==> config.mk <==
export PLATFORM = sky130hd
export DESIGN_NAME = stable_value_gate_filter
export DESIGN_NICKNAME = d
export VERILOG_FILES = /design/src/rtl/core/svgf_pkg.sv /design/src/rtl/core/stable_value_gate_filter.sv
export SDC_FILE = /design/constraint.sdc
export NUM_CORES = 2
export LEC_CHECK = 0
export ABC_CLOCK_PERIOD_IN_PS = 28800
export BUFFER_PORTS_ARGS = -buffer_cell sky130_fd_sc_hd__buf_4
export CAP_MARGIN = 5
export CORE_ASPECT_RATIO = 1.25
export CORE_MARGIN = 2
export CORE_UTILIZATION = 65
export DETAILED_ROUTE_END_ITERATION = 6
export PLACE_DENSITY = 0.82
export SLEW_MARGIN = 30
export SYNTH_ARGS = -nofsm -noshare
export SYNTH_HDL_FRONTEND = slang
export SYNTH_SLANG_ARGS = --single-unit
==> constraint.sdc <==
create_clock -name i_clk -period 28.8 [get_ports i_clk]
set_input_delay 8.64 -clock i_clk [delete_from_list [all_inputs] [get_ports i_clk]]
set_output_delay 8.64 -clock i_clk [all_outputs]
set_load 0.005 [all_outputs]
==> src/rtl/core/svgf_pkg.sv <==
// Shared widths, register map and reset values for the stable value gate filter.
`timescale 1ns / 1ps
package svgf_pkg;

    localparam int VALUE_WIDTH    = 24;
    localparam int TIME_WIDTH     = 32;
    localparam int CFG_TIME_WIDTH = 24;
    localparam int QUARTER_SHIFT  = 2;

    localparam int PROD_WIDTH     = VALUE_WIDTH + TIME_WIDTH;
    localparam int DEN_WIDTH      = TIME_WIDTH + 1;
    localparam int CNT_WIDTH      = $clog2(VALUE_WIDTH + 1);

    localparam int IN_TDATA_WIDTH  = ((VALUE_WIDTH + TIME_WIDTH + 7) / 8) * 8;
    localparam int OUT_TDATA_WIDTH = ((VALUE_WIDTH + 7) / 8) * 8;
    localparam int OUT_TUSER_WIDTH = 2;

    localparam int APB_DATA_WIDTH = 32;
    localparam int APB_ADDR_WIDTH = 5;
    localparam int REG_SEL_WIDTH  = APB_ADDR_WIDTH - 2;

    localparam logic [REG_SEL_WIDTH-1:0] REG_MIN_VALUE    = 3'd0;
    localparam logic [REG_SEL_WIDTH-1:0] REG_MAX_VALUE    = 3'd1;
    localparam logic [REG_SEL_WIDTH-1:0] REG_MAX_JUMP     = 3'd2;
    localparam logic [REG_SEL_WIDTH-1:0] REG_TAU_TIME     = 3'd3;
    localparam logic [REG_SEL_WIDTH-1:0] REG_CONFIRM_TIME = 3'd4;
    localparam logic [REG_SEL_WIDTH-1:0] REG_TIMEOUT_TIME = 3'd5;

    typedef logic [VALUE_WIDTH-1:0]    t_value;
    typedef logic [TIME_WIDTH-1:0]     t_time;
    typedef logic [CFG_TIME_WIDTH-1:0] t_cfg_time;

    localparam t_value    RST_MIN_VALUE    = '0;
    localparam t_value    RST_MAX_VALUE    = '1;
    localparam t_value    RST_MAX_JUMP     = t_value'(256);
    localparam t_cfg_time RST_TAU_TIME     = t_cfg_time'(1000);
    localparam t_cfg_time RST_CONFIRM_TIME = t_cfg_time'(1000);
    localparam t_cfg_time RST_TIMEOUT_TIME = t_cfg_time'(5000);

endpackage

==> src/rtl/core/stable_value_gate_filter.sv <==
// Plausibility-gated candidate tracker with first-order low-pass filter and serial divider.
// Input is latched in idle, then passes the expire, evaluate and output states; a low-pass
// step adds multiply, divide and round states. A new input is taken only back in idle.
// The restoring subtract/compare divider yields one quotient bit per cycle.
// A stalled result output holds the sequencer until the result is taken.
// Reset (synchronous, active low) clears all filter state and loads register defaults.
`timescale 1ns / 1ps
module stable_value_gate_filter
    import svgf_pkg::*;
(
    input  logic                       i_clk,
    input  logic                       i_rst_n,
    input  logic                       s_axis_tvalid,
    output logic                       s_axis_tready,
    input  logic [IN_TDATA_WIDTH-1:0]  s_axis_tdata,   // sample_value, now_time
    input  logic [0:0]                 s_axis_tuser,   // sample_present
    output logic                       m_axis_tvalid,
    input  logic                       m_axis_tready,
    output logic [OUT_TDATA_WIDTH-1:0] m_axis_tdata,   // filtered_value
    output logic [OUT_TUSER_WIDTH-1:0] m_axis_tuser,   // is_stable, sample_accepted
    input  logic                       psel,
    input  logic                       penable,
    input  logic                       pwrite,
    input  logic [APB_ADDR_WIDTH-1:0]  paddr,
    input  logic [APB_DATA_WIDTH-1:0]  pwdata,
    output logic [APB_DATA_WIDTH-1:0]  prdata,
    output logic                       pready
);

    localparam logic [2:0] S_IDLE   = 3'd0;
    localparam logic [2:0] S_EXPIRE = 3'd1;
    localparam logic [2:0] S_EVAL   = 3'd2;
    localparam logic [2:0] S_MUL    = 3'd3;
    localparam logic [2:0] S_DIV    = 3'd4;
    localparam logic [2:0] S_ROUND  = 3'd5;
    localparam logic [2:0] S_OUT    = 3'd6;

    // configuration
    t_value    r_min_value, r_max_value, r_max_jump;
    t_cfg_time r_tau_time, r_confirm_time, r_timeout_time;

    // sequencer and latched input
    logic [2:0] r_state;
    logic       r_present;
    t_value     r_x;
    t_time      r_now;
    logic       r_acc;

    // filter state
    logic   r_cand_on, r_stable, r_lp_on, r_seen;
    t_value r_cand, r_smooth;
    t_time  r_cand_start, r_last_accept, r_lp_last;

    // divider
    t_value                 r_d;
    t_time                  r_dt;
    logic [DEN_WIDTH-1:0]   r_den;
    logic                   r_up;
    logic [DEN_WIDTH-1:0]   r_rem;
    t_value                 r_shift;
    t_value                 r_q;
    logic [CNT_WIDTH-1:0]   r_cnt;

    // output register
    logic                       r_m_valid;
    t_value                     r_m_data;
    logic [OUT_TUSER_WIDTH-1:0] r_m_user;

    logic                       wr_en;
    logic [REG_SEL_WIDTH-1:0]   reg_sel;
    logic                       in_xfer;
    logic                       out_free;

    logic                       expired;
    logic                       accepted;
    t_value                     dev;
    logic                       restart;
    logic [VALUE_WIDTH:0]       dev_up;
    t_value                     cand_step;
    logic                       confirmed;
    t_time                      dt;
    logic [DEN_WIDTH-1:0]       den;
    logic                       x_ge_s;
    t_value                     sdiff;
    logic [PROD_WIDTH-1:0]      prod;
    logic [DEN_WIDTH:0]         trial;
    logic                       q_bit;
    logic                       round_up;
    t_value                     step;

    assign pready  = 1'b1;
    assign reg_sel = paddr[APB_ADDR_WIDTH-1:2];
    assign wr_en   = psel && penable && pwrite && pready;

    always_comb begin
        case (reg_sel)
            REG_MIN_VALUE:    prdata = APB_DATA_WIDTH'(r_min_value);
            REG_MAX_VALUE:    prdata = APB_DATA_WIDTH'(r_max_value);
            REG_MAX_JUMP:     prdata = APB_DATA_WIDTH'(r_max_jump);
            REG_TAU_TIME:     prdata = APB_DATA_WIDTH'(r_tau_time);
            REG_CONFIRM_TIME: prdata = APB_DATA_WIDTH'(r_confirm_time);
            REG_TIMEOUT_TIME: prdata = APB_DATA_WIDTH'(r_timeout_time);
            default:          prdata = '0;
        endcase
    end

    always_ff @(posedge i_clk) begin
        if (!i_rst_n) begin
            r_min_value    <= RST_MIN_VALUE;
            r_max_value    <= RST_MAX_VALUE;
            r_max_jump     <= RST_MAX_JUMP;
            r_tau_time     <= RST_TAU_TIME;
            r_confirm_time <= RST_CONFIRM_TIME;
            r_timeout_time <= RST_TIMEOUT_TIME;
        end else if (wr_en) begin
            case (reg_sel)
                REG_MIN_VALUE:    r_min_value    <= pwdata[VALUE_WIDTH-1:0];
                REG_MAX_VALUE:    r_max_value    <= pwdata[VALUE_WIDTH-1:0];
                REG_MAX_JUMP:     r_max_jump     <= pwdata[VALUE_WIDTH-1:0];
                REG_TAU_TIME:     r_tau_time     <= pwdata[CFG_TIME_WIDTH-1:0];
                REG_CONFIRM_TIME: r_confirm_time <= pwdata[CFG_TIME_WIDTH-1:0];
                REG_TIMEOUT_TIME: r_timeout_time <= pwdata[CFG_TIME_WIDTH-1:0];
                default: ;
            endcase
        end
    end

    assign s_axis_tready = (r_state == S_IDLE);
    assign in_xfer       = s_axis_tvalid && s_axis_tready;
    assign out_free      = !r_m_valid || m_axis_tready;

    assign m_axis_tvalid = r_m_valid;
    assign m_axis_tdata  = OUT_TDATA_WIDTH'(r_m_data);
    assign m_axis_tuser  = r_m_user;

    always_comb begin
        expired   = r_seen && ((r_now - r_last_accept) > TIME_WIDTH'(r_timeout_time));
        accepted  = r_present && (r_x >= r_min_value) && (r_x <= r_max_value);
        dev       = (r_x >= r_cand) ? (r_x - r_cand) : (r_cand - r_x);
        restart   = !r_cand_on || (dev > r_max_jump);
        dev_up    = ({1'b0, dev} + (VALUE_WIDTH+1)'(3)) >> QUARTER_SHIFT;
        cand_step = (r_x >= r_cand) ? (r_cand + (dev >> QUARTER_SHIFT))
                                    : (r_cand - dev_up[VALUE_WIDTH-1:0]);
        confirmed = (r_now - r_cand_start) >= TIME_WIDTH'(r_confirm_time);
        dt        = r_now - r_lp_last;
        den       = {1'b0, dt} + DEN_WIDTH'(r_tau_time);
        x_ge_s    = (r_x >= r_smooth);
        sdiff     = x_ge_s ? (r_x - r_smooth) : (r_smooth - r_x);
        prod      = PROD_WIDTH'(r_d) * PROD_WIDTH'(r_dt);
        trial     = {r_rem, r_shift[VALUE_WIDTH-1]};
        q_bit     = (trial >= {1'b0, r_den});
        round_up  = ({r_rem, 1'b0} >= {1'b0, r_den});
        step      = r_q + VALUE_WIDTH'(round_up);
    end

    always_ff @(posedge i_clk) begin
        if (!i_rst_n) begin
            r_state       <= S_IDLE;
            r_cand_on     <= 1'b0;
            r_stable      <= 1'b0;
            r_lp_on       <= 1'b0;
            r_seen        <= 1'b0;
            r_cand        <= '0;
            r_smooth      <= '0;
            r_cand_start  <= '0;
            r_last_accept <= '0;
            r_lp_last     <= '0;
            r_m_valid     <= 1'b0;
        end else begin
            if ((r_state == S_OUT) && out_free) begin
                r_m_valid <= 1'b1;
            end else if (m_axis_tready) begin
                r_m_valid <= 1'b0;
            end
            case (r_state)
                S_IDLE: begin
                    if (in_xfer) begin
                        r_present <= s_axis_tuser[0];
                        r_x       <= s_axis_tdata[VALUE_WIDTH-1:0];
                        r_now     <= s_axis_tdata[VALUE_WIDTH+TIME_WIDTH-1:VALUE_WIDTH];
                        r_state   <= S_EXPIRE;
                    end
                end
                S_EXPIRE: begin
                    if (expired) begin
                        r_cand_on     <= 1'b0;
                        r_stable      <= 1'b0;
                        r_lp_on       <= 1'b0;
                        r_seen        <= 1'b0;
                        r_cand        <= '0;
                        r_smooth      <= '0;
                        r_cand_start  <= '0;
                        r_last_accept <= '0;
                        r_lp_last     <= '0;
                    end
                    r_state <= S_EVAL;
                end
                S_EVAL: begin
                    r_acc   <= accepted;
                    r_state <= S_OUT;
                    if (accepted) begin
                        r_last_accept <= r_now;
                        r_seen        <= 1'b1;
                        if (restart) begin
                            r_cand_on    <= 1'b1;
                            r_cand       <= r_x;
                            r_cand_start <= r_now;
                            r_stable     <= 1'b0;
                            r_lp_on      <= 1'b0;
                        end else begin
                            r_cand <= cand_step;
                            if (confirmed) begin
                                r_stable  <= 1'b1;
                                r_lp_last <= r_now;
                                if (!r_lp_on) begin
                                    r_smooth <= r_x;
                                    r_lp_on  <= 1'b1;
                                end else if (den == '0) begin
                                    r_smooth <= r_x;
                                end else begin
                                    r_d     <= sdiff;
                                    r_dt    <= dt;
                                    r_den   <= den;
                                    r_up    <= x_ge_s;
                                    r_state <= S_MUL;
                                end
                            end
                        end
                    end
                end
                S_MUL: begin
                    // product / den < 2^VALUE_WIDTH, so upper bits seed the remainder
                    r_rem   <= DEN_WIDTH'(prod[PROD_WIDTH-1:VALUE_WIDTH]);
                    r_shift <= prod[VALUE_WIDTH-1:0];
                    r_cnt   <= CNT_WIDTH'(VALUE_WIDTH);
                    r_state <= S_DIV;
                end
                S_DIV: begin
                    r_rem   <= q_bit ? DEN_WIDTH'(trial - {1'b0, r_den})
                                     : trial[DEN_WIDTH-1:0];
                    r_q     <= {r_q[VALUE_WIDTH-2:0], q_bit};
                    r_shift <= {r_shift[VALUE_WIDTH-2:0], 1'b0};
                    r_cnt   <= r_cnt - CNT_WIDTH'(1);
                    if (r_cnt == CNT_WIDTH'(1)) begin
                        r_state <= S_ROUND;
                    end
                end
                S_ROUND: begin
                    r_smooth <= r_up ? (r_smooth + step) : (r_smooth - step);
                    r_state  <= S_OUT;
                end
                S_OUT: begin
                    if (out_free) begin
                        r_m_user  <= {r_acc, r_stable && r_lp_on};
                        r_m_data  <= (r_stable && r_lp_on) ? r_smooth : '0;
                        r_state   <= S_IDLE;
                    end
                end
                default: begin
                    r_state <= S_IDLE;
                end
            endcase
        end
    end

endmodule

==> results.yml <==
clock_tree:
  hold_buffers: 0
  clk_pin_slew_ns: 0.07
  clock_sinks: 555
  cts-root-buf: "clkbuf_16"
  cts_resized: 0
  htreeDepth: 2
  clkLatencyLatePin_ns: 0.70
  cts_inserted_buffers: 57
  cts_setup_buffers: 0
  clock_path_buffers: 3
  cts_tree: "done"
die:
  ioPinCount: 162
  core-area_um2: 102000
  die_w_um: 290
  start_util_pct: 65.3
  die_height_um: 361
  row_count: 131
  dieArea_um2: 105000
global_route:
  grt_pass1_vias: 58500
  grt.busiest_layer: "met2"
  met2_usage_pct: 65.0
  grtUsageMet3_pct: 5.23
  grt_first_pass_wirelength_um: 317000
  antenna_found_initial: 13
  grt_util_all_layers_pct: 38.4
  grt-ovfl-total: 0
  grt_use_met1_pct: 46.3
  grt_max_degree: 93
critical_path:
  worst-path-buf-inv: 2
  slowest_stage: "and3b_2"
  path_common_cell: "buf_4"
  critPathTopFamily: "simple AND/OR/NAND/NOR gates"
  worstPathCellList: "buf_4, and3b_2, a22oi_1, nand3_1, buf_4"
  worstSetupStartpointType: "input port"
  crit_arrival_ns: 10.05
  crit_path_max_incr_delay_ns: 0.64
  required_ns: 20.16
  crit_fanout: 26
  endpoint_kind: "primary output"
  worst-setup-path-type: "in2out"
sta:
  drv_slew: 0
  skew_ns: 0.0564
  relSlewSlack_pct: 29.7
  max_freq_mhz: 53.5
  setup_violations: 0
  period_share_pct: 64.9
  finalSetupTns_ns: 0
  postLayoutSetupSlackWorst_ns: 10.11
  rsz0062_at_grt: "no"
  whs_ns: 0.449
  finalHoldViolCount: 0
  period_needed_ns: 18.69
  worst_pin_slew_ns: 1.05
job:
  drv_cap: 0
yosys:
  ys.flop_type: "dfxtp_1"
  synthTopCellsByArea: "fa_1 (20%), edfxtp_1 (12%), ha_1 (11%)"
  synth-seq-cells: 555
  synth_edf_count: 260
  synth.most_common_cell: "nand2_1"
  ys_top_cells_by_count: "nand2_1 (1138), inv_1 (1123), fa_1 (669)"
  synth-seq-area-share_pct: 20.7
  syn_inst: 7897
  ys_warn_count: 0
  netlist.top_cell.by_area: "fa_1"
  netlist_area_um2: 66400
  synth_cell_types: 88
  synth_top_cell_area_share_pct: 20.2
  synth_area_per_cell_um2: 8.41
  async_reset_ff_share_pct: 0
cells_and_area:
  finalNetCount: 9184
  instances_no_fill: 9196
  drive_above_1_share_pct: 5.40
  final_cell_area_um2: 70500
  syn_to_final_growth_pct: 6.13
routing:
  dr.pass1.iters: 6
  drcViolationCount: 0
  vias: 57600
  wirelength_um: 201000
  wl_per_cell_um: 21.8
  ant_nets: 0
  dr.first_iter.drc_count: 5275
  via_per_inst: 6.27
place:
  dpl_cell_area_um2: 68500
  io_buffers: 142
  place_hpwl_um: 156000
  gp_congestion: 1.03
  dp.cells: 9084
  dp_slack_ns: 10.18
pwr:
  p_leak_nw: 31.4
  vdd_drop_max_mv: 0.0519
  p_per_area_nw_per_um2: 29.4
outcome:
  outcome: "finished, final reports clean"
worst_hold_path:
  min_path_type: "reg2reg"
## layout make-up
| type | instances | area, um^2 |
|---|---|---|
| diodes | 2 | 5.00 |
| flip-flops and latches | 555 | 13700 |
| inverters | 1124 | 4220 |
| repair buffers | 241 | 1870 |
| fillers | 8131 | 31100 |
| well taps | 1330 | 1660 |
| multi-input cells | 5836 | 47100 |
| clock buffers | 66 | 1490 |
| clock inverters | 42 | 399 |
## registers in the layout, indices dropped and copies added (netlist names), 32 cells and up
name	cells
r_dt	32
r_rem	33
r_cand_start	32
r_den	33
r_lp_last	32
r_last_accept	32
r_now	32
## logic make-up after synthesis
| family | synth area share (%) |
|---|---|
| mux | 1.52 |
| fa+ha+maj | 31.5 |
| xor+xnor | 4.25 |
| other cells | 0.0113 |
| compound gates | 15.9 |
| flops | 20.7 |
| simple gates | 17.6 |
| buf+inv | 8.67 |
## path summary, 6_finish.rpt
kind	start	endpoint	slack (ns)	depth (start not counted)
max	paddr[4]	prdata[2]	10.11	5
min	r_acc	m_axis_tuser[1]	0.45	0
max reg2reg	r_d[8]	r_rem[13]	19.49	25
min reg2reg	r_acc	m_axis_tuser[1]	0.45	0
## report_power, final
| part | total [mW] | switching [mW] | internal (mW) |
|---|---|---|---|
| clock network | 0.773 | 0.365 | 0.407 |
| logic | 0.435 | 0.277 | 0.158 |
| registers | 0.862 | 0.0183 | 0.844 |
## metrics by stage
step / util (%) / total power, mW
6_report: 69.4 / 2.07
5_1_grt: 69.3 / 2.14
4_1_cts: 69.3 / 2.06
3_5_place_dp: 67.4 / 1.30
3_3_place_gp: 67.3 / 1.29
2_1_floorplan: - / 1.17
## worst reg2reg max path, cell delays in order (launching register included)
cell and delay (ns):
edfxtp_1 0.32, buf_4 0.41, nand2_1 0.22, fa_1 0.57
inv_1 0.06, fa_1 0.50, fa_1 0.56, inv_1 0.06
fa_1 0.47, fa_1 0.51, inv_1 0.06, fa_1 0.52
fa_1 0.50, ha_1 0.38, a2111oi_0 0.58, o21ai_0 0.21
or3b_2 0.54, o2111ai_1 0.32, a21oi_1 0.14, o21a_1 0.25
a21oi_1 0.59, o21ai_0 0.34, a211o_1 0.35, a21oi_1 0.17
xor2_1 0.29, a21oi_1 0.11
## metal layers
layer,wire (um),up-vias
met3,16200,759
met1,74600,28000
met5,84,-
met2,95800,2761
li1,-,26100
met4,14100,14
## layout by cell type (no fill, tap or decap), drive strengths merged, types with 66 or more instances in the layout
cell type | synthesis | layout
clkbuf | 357 | 66
nor2 | 314 | 314
a21oi | 533 | 533
xor2 | 125 | 125
ha | 599 | 599
xnor2 | 197 | 197
dfxtp | 295 | 295
and2 | 309 | 309
and3 | 82 | 82
edfxtp | 260 | 260
a22oi | 77 | 77
fa | 669 | 669
nor3 | 93 | 93
inv | 1123 | 1131
o21a | 71 | 71
o21ai | 313 | 313
nand2 | 1138 | 1138
a21o | 202 | 202
nand3 | 217 | 217
mux2i | 84 | 84
a211oi | 68 | 68
o211ai | 81 | 81
buf | 32 | 241
Note: power is estimated with default switching activity, not from simulation.
